<file path="src/sv/iff_pkg.sv">
package iff_pkg;

  // Largest field width honored; wider requests are clamped.
  localparam int MAX_WIDTH = 63;

  localparam int VAL_W   = 32;           // argument bits
  localparam int DIG_W   = 4;            // widest digit (hex / BCD nibble)
  localparam int BCD_N   = 10;           // decimal digits of a 32-bit magnitude
  localparam int NUM_W   = BCD_N * DIG_W; // left-aligned digit register
  localparam int FW_W    = 6;            // field_width / precision width
  localparam int CHAR_W  = 8;
  localparam int ITER_W  = $clog2(VAL_W);

  // Digit counts of each radix, left-aligned in the digit register
  localparam logic [FW_W-1:0] NDIG_BIN = FW_W'(VAL_W);
  localparam logic [FW_W-1:0] NDIG_OCT = FW_W'((VAL_W + 2) / 3);
  localparam logic [FW_W-1:0] NDIG_HEX = FW_W'(VAL_W / 4);
  localparam logic [FW_W-1:0] NDIG_DEC = FW_W'(BCD_N);

  localparam logic [CHAR_W-1:0] CH_ZERO  = 8'h30;
  localparam logic [CHAR_W-1:0] CH_SPACE = 8'h20;
  localparam logic [CHAR_W-1:0] CH_MINUS = 8'h2d;
  localparam logic [CHAR_W-1:0] CH_ALPHA = 8'd55; // 'A' - 10

  typedef enum logic [2:0] {
    ACT_CHAR = 3'd0,
    ACT_SDEC = 3'd1,
    ACT_BIN  = 3'd2,
    ACT_OCT  = 3'd3,
    ACT_UDEC = 3'd4,
    ACT_HEX  = 3'd5
  } action_e;

  typedef enum logic [1:0] {
    RDX_BIN,
    RDX_OCT,
    RDX_HEX,
    RDX_DEC
  } radix_e;

  typedef enum logic {
    OP_DABBLE,
    OP_DIGIT
  } shift_op_e;

  typedef struct packed {
    shift_op_e op;
    radix_e    radix;
  } shift_ctl_t;

  typedef struct packed {
    logic [2:0]       action;
    logic [VAL_W-1:0] value;
    logic [FW_W-1:0]  field_width;
    logic [FW_W-1:0]  precision;
    logic             left_justify;
    logic             zero_pad;
  } in_t;

  typedef struct packed {
    logic [CHAR_W-1:0] character;
    logic              last;
  } out_t;

  function automatic logic [CHAR_W-1:0] digit_char(input logic [DIG_W-1:0] d);
    logic [CHAR_W-1:0] dw;
    dw = CHAR_W'(d);
    return (d < 4'd10) ? (CH_ZERO + dw) : (CH_ALPHA + dw);
  endfunction

endpackage

</file>
<file path="src/sv/iff_shift_unit.sv">
module iff_shift_unit (
  input  iff_pkg::shift_ctl_t              ctl_i,
  input  logic [iff_pkg::NUM_W-1:0]        num_i,
  input  logic [iff_pkg::VAL_W-1:0]        bin_i,
  output logic [iff_pkg::NUM_W-1:0]        num_o,
  output logic [iff_pkg::VAL_W-1:0]        bin_o,
  output logic [iff_pkg::DIG_W-1:0]        top_o
);
  import iff_pkg::*;

  logic [NUM_W-1:0] adj;

  // Add-3 correction on every BCD nibble of at least five
  always_comb begin
    for (int i = 0; i < BCD_N; i++) begin
      adj[i*DIG_W +: DIG_W] = (num_i[i*DIG_W +: DIG_W] >= 4'd5) ?
                              num_i[i*DIG_W +: DIG_W] + 4'd3 :
                              num_i[i*DIG_W +: DIG_W];
    end
  end

  always_comb begin
    unique case (ctl_i.radix)
      RDX_BIN: top_o = {3'b000, num_i[NUM_W-1]};
      RDX_OCT: top_o = {1'b0, num_i[NUM_W-1 -: 3]};
      default: top_o = num_i[NUM_W-1 -: DIG_W];
    endcase
  end

  always_comb begin
    bin_o = bin_i;
    num_o = num_i;
    unique case (ctl_i.op)
      OP_DABBLE: begin
        num_o = {adj[NUM_W-2:0], bin_i[VAL_W-1]};
        bin_o = {bin_i[VAL_W-2:0], 1'b0};
      end
      OP_DIGIT: begin
        unique case (ctl_i.radix)
          RDX_BIN: num_o = {num_i[NUM_W-2:0], 1'b0};
          RDX_OCT: num_o = {num_i[NUM_W-4:0], 3'b000};
          default: num_o = {num_i[NUM_W-DIG_W-1:0], {DIG_W{1'b0}}};
        endcase
      end
      default: ;
    endcase
  end

endmodule

</file>
<file path="src/sv/integer_field_formatter.sv">
// Formats one printf-style integer field per input beat and streams its
// ASCII characters one beat each, most significant first, with last set on
// the final character. A field passes through an accept, a double-dabble
// conversion for decimal kinds, a normalize pass that drops leading zero
// digits (up to 31 for binary; skipped for a character), a setup step, then
// one character per cycle while the sink keeps ready high; the shared
// shift/adjust unit drives the conversion, normalize and emit steps. The
// input stays not ready until the last character is loaded into the output
// register. Unknown conversion kinds, and a zero character with no width,
// produce no beats at all.
module integer_field_formatter (
  input  logic            clk_i,
  input  logic            rst_ni,
  input  logic            in_valid_i,
  output logic            in_ready_o,
  input  iff_pkg::in_t    in_data_i,
  output logic            out_valid_o,
  input  logic            out_ready_i,
  output iff_pkg::out_t   out_data_o
);
  import iff_pkg::*;

  typedef enum logic [2:0] {
    ST_IDLE,
    ST_CONV,
    ST_NORM,
    ST_SETUP,
    ST_EMIT
  } state_e;

  state_e             state_q;
  radix_e             radix_q;
  logic               is_char_q;
  logic [CHAR_W-1:0]  chr_q;
  logic               neg_q;
  logic               sign_q;
  logic [NUM_W-1:0]   num_q;
  logic [VAL_W-1:0]   bin_q;
  logic [ITER_W-1:0]  iter_q;
  logic [FW_W-1:0]    ndig_q;
  logic [FW_W-1:0]    width_q;
  logic [FW_W-1:0]    prec_q;
  logic               left_q;
  logic               zpad_q;
  logic [FW_W-1:0]    pad_q;
  logic [FW_W-1:0]    txt_q;
  logic               ov_q;
  out_t               od_q;

  shift_ctl_t         ctl;
  logic [NUM_W-1:0]   num_nx;
  logic [VAL_W-1:0]   bin_nx;
  logic [DIG_W-1:0]   top;

  logic [FW_W-1:0]    len;
  logic [FW_W-1:0]    wclamp;
  logic [FW_W-1:0]    fill;
  logic [FW_W:0]      remain;
  logic               load;
  logic               pad_now;
  logic [CHAR_W-1:0]  pad_char;
  logic [CHAR_W-1:0]  txt_char;
  logic [VAL_W-1:0]   mag;

  assign ctl.op    = (state_q == ST_CONV) ? OP_DABBLE : OP_DIGIT;
  assign ctl.radix = radix_q;

  iff_shift_unit u_shift (
    .ctl_i (ctl),
    .num_i (num_q),
    .bin_i (bin_q),
    .num_o (num_nx),
    .bin_o (bin_nx),
    .top_o (top)
  );

  always_comb begin
    len = is_char_q ? FW_W'(chr_q != '0) : ndig_q + FW_W'(neg_q);
    if (prec_q != '0 && prec_q < len) begin
      len = prec_q;
    end
    wclamp = (32'(width_q) > MAX_WIDTH) ? FW_W'(MAX_WIDTH) : width_q;
    fill   = (wclamp > len) ? wclamp - len : '0;
  end

  assign mag      = in_data_i.value[VAL_W-1] ? VAL_W'(0) - in_data_i.value
                                             : in_data_i.value;
  assign remain   = {1'b0, pad_q} + {1'b0, txt_q};
  assign load     = !ov_q || out_ready_i;
  assign pad_now  = (!left_q && pad_q != '0) || txt_q == '0;
  assign pad_char = zpad_q ? CH_ZERO : CH_SPACE;
  assign txt_char = is_char_q ? chr_q : (sign_q ? CH_MINUS : digit_char(top));

  always_ff @(posedge clk_i or negedge rst_ni) begin
    if (!rst_ni) begin
      state_q <= ST_IDLE;
      ov_q    <= 1'b0;
      iter_q  <= '0;
    end else begin
      // drop a taken beat; the emit state refills the register itself
      if (out_ready_i && state_q != ST_EMIT) begin
        ov_q <= 1'b0;
      end
      unique case (state_q)
        ST_IDLE: begin
          if (in_valid_i) begin
            width_q   <= in_data_i.field_width;
            prec_q    <= in_data_i.precision;
            left_q    <= in_data_i.left_justify;
            zpad_q    <= in_data_i.zero_pad;
            is_char_q <= (in_data_i.action == ACT_CHAR);
            neg_q     <= (in_data_i.action == ACT_SDEC) && in_data_i.value[VAL_W-1];
            chr_q     <= in_data_i.value[CHAR_W-1:0];
            iter_q    <= '0;
            unique case (in_data_i.action) inside
              ACT_CHAR: begin
                state_q   <= ST_SETUP;
              end
              ACT_SDEC, ACT_UDEC: begin
                bin_q   <= (in_data_i.action == ACT_SDEC) ? mag : in_data_i.value;
                num_q   <= '0;
                radix_q <= RDX_DEC;
                state_q <= ST_CONV;
              end
              ACT_BIN: begin
                num_q   <= {in_data_i.value, {(NUM_W-VAL_W){1'b0}}};
                ndig_q  <= NDIG_BIN;
                radix_q <= RDX_BIN;
                state_q <= ST_NORM;
              end
              ACT_OCT: begin
                num_q   <= {1'b0, in_data_i.value, {(NUM_W-VAL_W-1){1'b0}}};
                ndig_q  <= NDIG_OCT;
                radix_q <= RDX_OCT;
                state_q <= ST_NORM;
              end
              ACT_HEX: begin
                num_q   <= {in_data_i.value, {(NUM_W-VAL_W){1'b0}}};
                ndig_q  <= NDIG_HEX;
                radix_q <= RDX_HEX;
                state_q <= ST_NORM;
              end
              default: ; // drop unknown kinds
            endcase
          end
        end
        ST_CONV: begin
          num_q  <= num_nx;
          bin_q  <= bin_nx;
          iter_q <= iter_q + 1'b1;
          if (iter_q == ITER_W'(VAL_W - 1)) begin
            ndig_q  <= NDIG_DEC;
            state_q <= ST_NORM;
          end
        end
        ST_NORM: begin
          // drop leading zero digits, keep at least one
          if (ndig_q > FW_W'(1) && top == '0) begin
            num_q  <= num_nx;
            ndig_q <= ndig_q - 1'b1;
          end else begin
            state_q <= ST_SETUP;
          end
        end
        ST_SETUP: begin
          pad_q   <= fill;
          txt_q   <= len;
          sign_q  <= neg_q;
          state_q <= (fill == '0 && len == '0) ? ST_IDLE : ST_EMIT;
        end
        ST_EMIT: begin
          if (load) begin
            ov_q         <= 1'b1;
            od_q.last    <= (remain == (FW_W+1)'(1));
            if (pad_now) begin
              od_q.character <= pad_char;
              pad_q          <= pad_q - 1'b1;
            end else begin
              od_q.character <= txt_char;
              txt_q          <= txt_q - 1'b1;
              if (!is_char_q) begin
                if (sign_q) begin
                  sign_q <= 1'b0;
                end else begin
                  num_q <= num_nx;
                end
              end
            end
            if (remain == (FW_W+1)'(1)) begin
              state_q <= ST_IDLE;
            end
          end
        end
        default: state_q <= ST_IDLE;
      endcase
    end
  end

  assign in_ready_o  = (state_q == ST_IDLE);
  assign out_valid_o = ov_q;
  assign out_data_o  = od_q;

endmodule

</file>
<file path="config.mk">
export PLATFORM = sky130hd
export DESIGN_NAME = integer_field_formatter
export DESIGN_NICKNAME = d
export VERILOG_FILES = /design/src/sv/iff_pkg.sv /design/src/sv/iff_shift_unit.sv /design/src/sv/integer_field_formatter.sv
export SDC_FILE = /design/constraint.sdc
export NUM_CORES = 1
export LEC_CHECK = 0
export ABC_AREA = 1
export BUFFER_PORTS_ARGS = -buffer_cell sky130_fd_sc_hd__clkbuf_2
export CORE_UTILIZATION = 39
export DETAILED_ROUTE_END_ITERATION = 10
export GPL_TIMING_DRIVEN = 0
export PLACE_DENSITY = 0.53
export SYNTH_ARGS = -nofsm -noshare
export SYNTH_HDL_FRONTEND = slang
export SYNTH_SLANG_ARGS = --single-unit
</file>
<file path="constraint.sdc">
create_clock -name clk_i -period 10.6 [get_ports clk_i]
set_clock_uncertainty 0.1 [all_clocks]
set_input_delay 0.53 -clock clk_i [delete_from_list [all_inputs] [get_ports clk_i]]
set_output_delay 0.53 -clock clk_i [all_outputs]
set_load 0.01 [all_outputs]
</file>
-- Word-level counts from Yosys, hierarchy flattened
Cells that the tools add are included.
- add/sub/neg operators: 20
- $lt $le $gt $ge: 14
- equality and inequality tests: 27
- muxes and demuxes: 64
- reduce and logical (&&, ||, !) cells: 39
- operator list (kind ; count):
    $mux W40 ; 6
    $pmux W40 S2 ; 2
    $pmux W40 S4 ; 1
    $mux W32 ; 4
    $pmux W40 S3 ; 1
    $pmux W32 S2 ; 1
    $mux W6 ; 10
    $ge A4 B3 Y1 const B ; 10
    $add A4 B2 Y4 const B ; 9
    $mux W4 ; 9
    $pmux W6 S3 ; 2
    $sub A1 B32 Y32 const A ; 1
    $pmux W6 S2 ; 2
    $mux W3 ; 7
    $logic_not A6 Y1 ; 3
    $ne A2 B2 Y1 const B ; 9
    $sub A6 B1 Y6 const B ; 3
    $mux W8 ; 2
    $reduce_and A4 Y1 ; 4
    $pmux W3 S5 ; 1
    $add A6 B4 Y7 const A ; 2
    $mux W7 ; 2
    $eq A3 B2 Y1 const B ; 4
    $reduce_and A6 Y1 ; 2
    42 further kinds ; 67
- register bits: 135
- input port bits: 53
- logic and storage cells: 183

-- Longest topological paths before layout
Gate-level depths: netlist (run 1).
- depth in word-level cells: 11
- gate-level depth with buffers: 30

-- By module
From an unflattened synthesis (run 1), not the netlist that was laid out.
- cell total of the unflattened synthesis: 1436
- area total of the unflattened synthesis: 10621.4 um2
- modules (own cells, without submodules) (module ; times used ; cells each ; area each (um2) ; seq. area each (um2)):
    integer_field_formatter ; 1 ; 853 ; 7987.7 ; 4008.8
    iff_shift_unit ; 1 ; 583 ; 2633.8 ; 0.0

-- Worst setup path before layout (run 1)
Ideal clock, no wire load.
- kind: reg-to-reg
- start point: reg radix_q[1]
- end point: reg num_q[0], enable pin
- library setup time: 652 ps
- arrival time: 7745 ps
- path slack: 2102 ps
- cell stages (with the launch flop): 9
- path buffers: 1
- cell sequence: edfxtp_1 nor2_1 clkbuf_1 a22oi_1 o21a_1 inv_1 ha_1 nand4_1 a2111oi_0
- longest elaborated chain between the ends: 6
- elaborated cells on any way between the ends: 7
- classes of those cells: eq/ne: 2; mux: 1; reduce/logical: 4
- ends and longest elaborated chain (what ; RTL line ; source):
    start: declaration ; integer_field_formatter.sv:32 ; radix_e radix_q;
    start signal: assignment ; integer_field_formatter.sv:122 ; radix_q <= RDX_DEC;
    start signal: assignment ; integer_field_formatter.sv:128 ; radix_q <= RDX_BIN;
    start signal: assignment ; integer_field_formatter.sv:134 ; radix_q <= RDX_OCT;
    $eq A2 B1 Y1 or $logic_not A2 Y1 (tied branches) ; iff_shift_unit.sv:23 ; unique case (ctl_i.radix)
    $pmux W4 S2 * ; iff_shift_unit.sv:23 ;
    $logic_not A4 Y1 * ; integer_field_formatter.sv:158 ; if (ndig_q > FW_W'(1) && top == '0) begin
    $logic_and A1 B1 Y1 * ; integer_field_formatter.sv:158 ;
    $ne A2 B2 Y1 (no source line) * ; n/a ;
    $reduce_and A9 Y1 (no source line) * ; n/a ;
    end signal: assignment ; integer_field_formatter.sv:148 ; num_q <= num_nx;
    end signal: assignment ; integer_field_formatter.sv:159 ; num_q <= num_nx;
    end signal: assignment ; integer_field_formatter.sv:185 ; num_q <= num_nx;
    end: declaration ; integer_field_formatter.sv:37 ; logic [NUM_W-1:0] num_q;
Mark *: on every way between the ends. The rest lies on a longest branch, timed or not.
A chain may end at the register's enable or synchronous reset.

-- Final worst setup path (run 1)
- start point: reg ndig_q[0]
- end point: reg pad_q[5], data pin
- longest elaborated chain between the ends: 8
- elaborated cells on any way between the ends: 9
- classes of those cells: add/sub: 2; order compare: 2; mux: 4; reduce/logical: 1
- ends and longest elaborated chain (what ; RTL line ; source):
    start: declaration ; integer_field_formatter.sv:40 ; logic [FW_W-1:0] ndig_q;
    start signal: assignment ; integer_field_formatter.sv:160 ; ndig_q <= ndig_q - 1'b1;
    $add A6 B1 Y6 * ; integer_field_formatter.sv:78 ; len = is_char_q ? FW_W'(chr_q != '0) : ndig_q + FW_W'(neg_q);
    $mux W6 * ; integer_field_formatter.sv:78 ;
    $lt A6 B6 Y1 ; integer_field_formatter.sv:79 ; if (prec_q != '0 && prec_q < len) begin
    $logic_and A1 B1 Y1 ; integer_field_formatter.sv:79 ;
    $mux W6 * ; integer_field_formatter.sv:79 ;
    $sub A6 B6 Y6 or $gt A6 B6 Y1 (tied branches) ; integer_field_formatter.sv:83 ; fill = (wclamp > len) ? wclamp - len : '0;
    $mux W6 * ; integer_field_formatter.sv:83 ;
    $pmux W6 S2 * ; integer_field_formatter.sv:104 ; unique case (state_q)
    end signal: assignment ; integer_field_formatter.sv:166 ; pad_q <= fill;
    end signal: assignment ; integer_field_formatter.sv:177 ; pad_q <= pad_q - 1'b1;
    end: declaration ; integer_field_formatter.sv:45 ; logic [FW_W-1:0] pad_q;
Marked as above.

==> results of run 1 <==
==> what timing repair did <==
action,4_1_cts,5_1_grt
hold buffers,1,0
resized for setup,0,0
setup endpoints to repair,0,0
hold endpoints to repair,9,0
==> area by class of cell <==
cell class	instances	area (sq um)	share of cell area
Sequential cell	135	4010	0.360
Buffer	45	186	0.0167
Clock buffer	19	433	0.0389
Inverter	161	604	0.0543
Multi-Input combinational cell	825	4940	0.443
Timing Repair Buffer	73	415	0.0373
Clock inverter	13	145	0.0130
Tap cell	324	405	0.0364
==> cell usage in the layout (no fill, tap or decap), types with 3 or more instances in the layout <==
cell type  instances
nand3_4            3
nor3_2             5
xor2_1            42
buf_1              5
buf_4              5
xnor2_1            4
nand2_2            9
o22ai_1           45
nand2_1          165
o31ai_1           14
clkbuf_1          40
nor3_1            18
a22oi_1           11
o221ai_1          21
nand4_1            8
clkinv_1           3
edfxtp_1         126
nand2_4            8
nor2_1           111
clkbuf_2          62
a31oi_1            5
o21ai_0          113
dfrtp_1            9
a21oi_1           67
inv_6              5
o211ai_1          12
nand3_1           55
ha_1              48
o21a_1             3
nor4_1             4
or2_2              3
nor2_2             3
o21ai_1            7
inv_1            158
a32o_1             6
a221oi_1           6
clkbuf_16         17
==> kinds of logic (layout without fill, tap and decap cells) <==
logic type,count (synthesis),in the layout,share of synthesized area
XOR/XNOR,46,46,0.0415
buffers and inverters,206,311,0.0814
multiplexers,2,2,0.00206
AND/OR/NAND/NOR,404,404,0.195
adder cells (fa/ha/maj),49,49,0.0639
AO/OA/AOI/OAI,324,324,0.203
flip-flops,135,135,0.413
==> through the flow <==
stage | worst slack (ns) | TNS [ns] | instances | hold slack (ns) | total power (uW)
after CTS | 5.96 | 0 | 1595 | 0.167 | 2930
after floorplan | 2.10 | 0 | 1166 | 0.134 | 1890
final | 5.97 | 0 | 1595 | 0.174 | 2930
after global routing | 5.58 | 0 | 1595 | 0.160 | 3150
after global placement | -1.79 | -71.54 | 1552 | 0.337 | 2310
after detailed placement | 5.99 | 0 | 1562 | 0.335 | 2330
==> worst max path at each step <==
stage / to / slack (ns) / depth (start not counted)
after floorplan: num_q[0] / 2.10 / 8
after global placement: num_q[20] / -1.79 / 8
after detailed placement: state_q[2] / 5.99 / 28
after CTS: pad_q[5] / 5.96 / 26
after global routing: state_q[2] / 5.58 / 29
final: pad_q[5] / 5.97 / 26
==> sequential cells by signal, summed over array words and instances (netlist names), 3 cells and up <==
signal	cells
bin_q	32
chr_q	8
ndig_q	6
prec_q	6
iter_q	5
num_q	40
wclamp	6
out_data_o	9
state_q	3
txt_q	6
pad_q	6
==> layer usage <==
layer,GRT usage,vias to the layer above
met1,0.317,4113
met3,0.0330,42
met2,0.409,322
met4,0.0671,0
li1,-,4297
met5,0,-
==> critical path, stage by stage (launching register included) <==
cell	delay, ns
edfxtp_1	0.46
ha_1	0.22
ha_1	0.18
nand2_1	0.11
nor3_1	0.06
nor2_1	0.28
inv_1	0.14
ha_1	0.29
nand2_1	0.07
o21ai_1	0.08
nor2_2	0.36
nand2_4	0.11
buf_12	0.16
o21ai_0	0.47
ha_1	0.28
inv_1	0.06
ha_1	0.17
inv_1	0.06
nand2_2	0.07
nand2_2	0.08
nand2_2	0.07
nand3_4	0.07
nand2_4	0.06
nand2_1	0.07
nor2_2	0.05
nand2_1	0.09
o21ai_0	0.12
==> power groups by stage <==
stage	sequential (uW)	combinational [uW]	clock (uW)
5_1_grt	965	1560	631
3_5_place_dp	950	1380	0
4_1_cts	941	1380	610
2_1_floorplan	934	956	0
3_3_place_gp	979	1340	0
6_report	944	1390	601
==> impl_metrics.toml, run 1 <==
[outcome]
outcome = "finished clean"

[pwr]
p_per_area_nw_per_um2 = 263
combPwrFrac = 0.473
p_leak_uw = 0.00458
switchingPower_uw = 1300
p_int_uw = 1630
p_clk_frac = 0.205
p_sw_frac = 0.444
ir_drop_mv = 0.156
p_seq_frac = 0.322

[sta]
finalSetupViolCount = 0
fmax_mhz = 216
hold_violations = 0
period_share = 0.437
drv_slew = 0
maxSlewHeadroom = 0.327
max_slew.worst_pin.slew_ns = 1.01
rsz0062_at_grt = "no"
min_period_ns = 4.63

[yosys]
ys_ff_latch = 135
ys.warnings.count = 0
syn_inst = 1166
yosysUniqueCellTypes = 58
synthTopCellsByCount = "nand2_1 (165), inv_1 (158), edfxtp_1 (126)"
synth_top_cell_area_share = 0.390
syn_avg_cell_area_sq_um = 8.33
yosysTopAreaCell = "edfxtp_1"
synthesis.area_sq_um = 9710
synth_flop_cell = "edfxtp_1"
synth_most_common_cell = "nand2_1"
synthArstFlopShare = 0.0667
syn-num-nets = 1268
yosys-top-cells-area = "edfxtp_1 (39%), nand2_1 (6.4%), ha_1 (6.2%), inv_1 (6.1%), o21ai_0 (5.8%)"
synth_edf_count = 126
seq_area_frac_synth = 0.413

[grt]
antenna_found_initial = 0
grt_max_degree = 17
first_global_vias = 8399
overflow = 0
grt_pass1_wl_um = 47200
track_usage = 0.240

[detailed_routing]
met2WireLength_um = 14300
vias = 8774
ant_nets = 0
drt_iter0_drc = 790
post_drt_wl_per_cell_um = 18.7
remaining_drc_errors = 0
routed.top_layer = "met4"
routed_via_density = 5.50
dr_wl_met3_um = 1640
drt_wl_total_um = 29800
wl_met1_um = 13200
dr.pass1.iters = 7

[critical_path]
cp-start-kind = "flip-flop"
r2r_cells = 26
arrival_ns = 4.68
r2r-end = "pad_q[5]"
critPathKind = "reg2reg"
r2r-start = "ndig_q[0]"
cp_max_fo = 10
crit_start = "ndig_q[0]"
end_kind = "flip-flop"
crit_required_ns = 10.65
r2r_slack_ns = 5.97

[placement]
gp_congestion = 0.905
placed_area_sq_um = 10500
hpwl_um = 22700
io_buffers = 62

[clocking]
post_cts_buffers = 0
cts_buffers = 17
cts_root_buf = "clkbuf_16"
cts_buffer_depth = 2
clk_pin_slew_ns = 0.07
htreeDepth = 4
clock_latency_ns = 0.43
clkSinkCount = 135
cts_tree = "built"

[die]
num_rows = 57
die_h_um = 160
dieArea_sq_um = 25500
io_pins = 64
die_w_um = 160
initial_core_util = 0.398
core_area_sq_um = 24400

[worst_hold_path]
worstHoldEndpoint = "zpad_q"
hold-path-cell-count = 1
hold_class = "in2reg"
min-delay-start = "in_data_i[0]"

[cells_and_area]
utilization = 0.457
area.growth.synth_to_final_pct = 14.7
antenna_cells = 0
final_nets = 1360
fillers = 2460
final_area_sq_um = 11100
drive_above_1_share = 0.116

[flow_run]
cap_violations = 0
(Power assumes the default switching activity.)
==> run 2: changes to the inputs <==
Settings changed: PLACE_DENSITY 0.53 to 0.55.
Clock period 10.6 ns to 4.2 ns, I/O delays scaled along.
==> run 2 against run 1 <==
Cell area grew 2.8%. Sequential share of layout area shrank 0.99 points. Via count grew 2.5%. Clock-buffer cell count shrank 1. Critical endpoint unchanged. Cell count grew 1.3%. Sequential cell count is the same. Core utilization grew 1.3 points. Hold slack lost 0.15 ns. Sequential power grew to 2.5 times the previous value. Register-to-register slack lost 5.7 ns. Critical path type unchanged.
==> impl_metrics.toml, run 2 (same netlist as run 1, synthesis figures left out) <==
[grt]
grt_max_degree = 20
grt_pass1_wl_um = 47200
overflow = 0
antenna_found_initial = 0
track_usage = 0.238
first_global_vias = 8678

[worst_hold_path]
min-delay-start = "in_data_i[19]"
hold_class = "in2reg"

[cells_and_area]
drive_above_1_share = 0.126
antenna_cells = 0
final_area_sq_um = 11500
largest_reg_flops = 40
fillers = 2432
final_nets = 1381
area.growth.synth_to_final_pct = 17.9
final_cell_mix = "nand2_1 (165), inv_1 (158), edfxtp_1 (126)"
regMostFlops = "num_q"
layout_commonest_cell = "nand2_1"

[flow_run]
cap_violations = 0

[clocking]
htreeDepth = 4
cts_tree = "built"
clock_latency_ns = 0.43
cts_buffers = 17
cts_buffer_depth = 2
clk_pin_slew_ns = 0.07
cts_root_buf = "clkbuf_16"
clkSinkCount = 135

[die]
core_area_sq_um = 24400
num_rows = 57
die_w_um = 160
die_h_um = 160
initial_core_util = 0.398
io_pins = 64
dieArea_sq_um = 25500

[critical_path]
cpPeakStageDelay_ns = 0.44
cpMaxStageDelayCell = "edfxtp_1"
cpMostUsedCell = "inv_1"
crit_family = "simple AND/OR/NAND/NOR gates"
crit_start = "ndig_q[0]"
cp_max_fo = 10
path_cells = "ha_1, nand3_1, nor2_2, inv_1, o21ai_0, nand3_1, ha_4, a21oi_1, o21ai_2, nor2_4, nand2_4, buf_12, o21ai_2, ha_1, inv_1, o21bai_1, inv_1, nand2_4, nand2_1, nor2_2, nand2_1, o21ai_0"
cp-start-kind = "flip-flop"
path_buf_inv = 4
end_kind = "flip-flop"
r2r-start = "ndig_q[0]"
critPathKind = "reg2reg"
crit_required_ns = 4.26
arrival_ns = 4.03

[pwr]
p_per_area_nw_per_um2 = 649
ir_drop_mv = 0.343
p_leak_uw = 0.00469

[detailed_routing]
drt_iter0_drc = 731
drt_wl_total_um = 29900
post_drt_wl_per_cell_um = 18.5
dr.pass1.iters = 6
ant_nets = 0
remaining_drc_errors = 0
vias = 8996
routed_via_density = 5.57

[sta]
hold_violations = 0
timing.setup.tns_ns = 0
finalSetupViolCount = 0
fmax_mhz = 252
maxSlewHeadroom = 0.358
max_slew.worst_pin.slew_ns = 0.960
period_share = 0.945
drv_slew = 0
min_period_ns = 3.97

[placement]
gp_congestion = 0.931
hpwl_um = 22500
placed_area_sq_um = 10500
io_buffers = 62

[outcome]
outcome = "finished clean"
## run 2: final cells by class
| cell class | count | area, sq um | area share |
|---|---|---|---|
| inverters | 161 | 604 | 0.0528 |
| clock inverters | 14 | 125 | 0.0109 |
| multi-input cells | 825 | 5040 | 0.440 |
| well taps | 324 | 405 | 0.0354 |
| clock buffers | 18 | 429 | 0.0375 |
| flip-flops and latches | 135 | 4010 | 0.350 |
| plain buffers | 45 | 186 | 0.0163 |
| repair buffers | 94 | 657 | 0.0574 |
## run 2: stage by stage
| step | worst slack [ns] | hold WS (ns) | total power [uW] | util | cells |
|---|---|---|---|---|---|
| 3_3_place_gp | -0.948 | 0.0142 | 5790 | 0.428 | 1552 |
| 3_5_place_dp | -0.414 | 0.0183 | 5860 | 0.432 | 1558 |
| 5_1_grt | -0.0413 | 0.0172 | 7970 | 0.470 | 1616 |
| 4_1_cts | 0.00390 | 0.00937 | 7340 | 0.465 | 1612 |
| 2_1_floorplan | 0.359 | -0.186 | 4760 | - | 1166 |
| 6_report | 0.230 | 0.0190 | 7430 | 0.470 | 1616 |
## run 2: what timing repair did
item	CTS	global route
setup buffers	0	4
cloned	0	0
endpoints found under the setup margin	7	7
hold buffers	22	0
resized for setup	5	15
pin swaps	0	5
hold endpoints to repair	30	0
## run 2: where the power goes
part	switching, uW	internal [uW]	total (uW)
Sequential	291	2100	2390
Combinational	2400	1200	3600
Clock	631	817	1450
Total	3320	4110	7430
## run 2: final timing paths
| path | endpoint | slack (ns) | cells past startpoint |
|---|---|---|---|
| min in group asynchronous | iter_q[4] | 0.11 | 2 |
| hold / removal | chr_q[5] | 0.02 | 1 |
| max in group asynchronous | state_q[0] | 3.65 | 2 |
| setup / recovery | pad_q[5] | 0.23 | 22 |
| setup reg to reg | pad_q[5] | 0.23 | 22 |
| hold reg to reg | bin_q[28] | 0.43 | 2 |
## run 2: per-layer routing
metal,global-route usage,wire length [um],vias up
met5,0,0,-
met4,0.122,1100,0
met3,0.0319,1550,72
met2,0.384,14000,329
met1,0.313,13200,4251
li1,-,-,4344
==> run 3: changes to the inputs <==
Settings changed: PLACE_DENSITY 0.55 to 0.66.
==> run 3 against run 2 <==
Cell area up 0.35%. Clock power rose by 12%. Largest cell class unchanged. Register-to-register slack got worse by 0.03 ns. Highest routed layer unchanged.
==> impl_metrics.toml, run 3 (same netlist as run 1, synthesis figures left out) <==
[detailed_routing]
ant_nets = 0
routed_via_density = 5.63
remaining_drc_errors = 0
drt_iter0_drc = 870
dr.pass1.iters = 6
vias = 9112
drt_wl_total_um = 28700
post_drt_wl_per_cell_um = 17.7

[placement]
gp_congestion = 0.937
placed_area_sq_um = 10500
dp_slack_ns = -0.334
hpwl_um = 21300
io_buffers = 62

[critical_path]
cpMostUsedCell = "nand2_1"
cpMaxStageDelayCell = "edfxtp_1"
critPathKind = "reg2reg"
crit_required_ns = 4.40
cp-start-kind = "flip-flop"
cp_max_fo = 10
end_kind = "flip-flop"
arrival_ns = 4.20
cpPeakStageDelay_ns = 0.41

[cells_and_area]
regMostFlops = "num_q"
largest_reg_flops = 40
antenna_cells = 0
final_area_sq_um = 11500
multi_input_area_sq_um = 5000
final_nets = 1384
regArea_sq_um = 4010
layout_commonest_cell = "nand2_1"
final_cell_mix = "nand2_1 (165), inv_1 (158), edfxtp_1 (126)"
area.growth.synth_to_final_pct = 18.3
fillers = 2402
drive_above_1_share = 0.125

[pwr]
p_per_area_nw_per_um2 = 656
p_sw_frac = 0.433
p_int_uw = 4270
p_total_uw = 7540
p_leak_uw = 0.00472
combPwrFrac = 0.468
ir_drop_mv = 0.350
p_clk_frac = 0.216
p_seq_frac = 0.316
switchingPower_uw = 3270

[sta]
max_slew.worst_pin.slew_ns = 0.949
whs_ns = 0.0265
period_share = 0.951
drv_slew = 0
min_period_ns = 3.99
finalSetupViolCount = 0
fmax_mhz = 250
timing.setup.tns_ns = 0
maxSlewHeadroom = 0.362
finalWorstSetupSlack_ns = 0.205
hold_violations = 0

[grt]
grt_pass1_wl_um = 44700
antenna_found_initial = 0
track_usage = 0.223
first_global_vias = 8538
grt_max_degree = 20
overflow = 0

[die]
dieArea_sq_um = 25500
num_rows = 57
die_h_um = 160
die_w_um = 160
io_pins = 64
initial_core_util = 0.398
core_area_sq_um = 24400

[clocking]
cts_buffer_depth = 2
clock_latency_ns = 0.43
cts_buffers = 17
cts_tree = "built"
htreeDepth = 4
clkSinkCount = 135
cts_root_buf = "clkbuf_16"
clk_pin_slew_ns = 0.06

[worst_hold_path]
hold_class = "in2reg"

[outcome]
outcome = "finished clean"

[flow_run]
cap_violations = 0
run 3: changes by cell type in the layout (fill, tap and decap cells not counted), sizes merged:
| cell | change |
|---|---|
| buf | +3 |
| clkinv | -1 |
| bufinv | +3 |
| inv | -1 |
| clkinvlp | -1 |
run 3: metal layers:
metal | vias up | share of wire | GRT usage
met5 | - | 0 | 0
met4 | 0 | 0.027 | 0.0853
met3 | 58 | 0.068 | 0.0405
met2 | 419 | 0.47 | 0.364
met1 | 4295 | 0.43 | 0.294
li1 | 4340 | - | -
run 3: what timing repair did:
| item | CTS | global route |
|---|---|---|
| cloned | 0 | 0 |
| gates resized for setup | 4 | 12 |
| endpoints found under the hold margin | 30 | 0 |
| setup endpoints to repair | 7 | 7 |
| pin swaps | 1 | 6 |
| buffers inserted | 0 | 7 |
| hold buffers | 22 | 0 |
run 3: stage by stage:
step,instances,utilization
CTS,1612,0.467
global placement,1552,0.428
finish,1619,0.471
global route,1619,0.471
detailed placement,1558,0.432
floorplan,1166,-
run 3: path summary, 6_finish.rpt:
path	startpoint	endpoint	slack [ns]	depth (start not counted)
worst min-delay path	in_data_i[47]	radix_q[1]	0.03	2
worst min register to register	iter_q[3]	iter_q[3]	0.43	2
min in group asynchronous	rst_ni	out_valid_o	0.12	2
worst max-delay path	neg_q	state_q[2]	0.21	29
max in group asynchronous	rst_ni	iter_q[0]	3.65	2
worst max register to register	neg_q	state_q[2]	0.21	29
run 3: worst max-delay path: cells and delay by family (launching register included):
family / cells / cell delay, ns
AOI/OAI and AO/OA: 3 / 0.36
adders and majority gates: 5 / 1.00
buffers and inverters: 4 / 0.37
DFF: 1 / 0.41
and+or+nand+nor: 17 / 1.64
run 3: final cells by class:
type,instances,share of cell area
repair buffers,97,0.0569
clock inverters,14,0.0173
inverters,161,0.0526
plain buffers,45,0.0162
flip-flops and latches,135,0.349
multi-input cells,825,0.435
well taps,324,0.0353
clock buffers,18,0.0373
run 3: power groups by stage:
stage / Sequential (uW) / Combinational (uW) / Clock, uW
after floorplan: 2330 / 2430 / 0
after global placement: 2410 / 3280 / 0
after detailed placement: 2400 / 3390 / 0
after CTS: 2380 / 3430 / 1640
after global routing: 2430 / 3920 / 1700
final: 2380 / 3530 / 1630
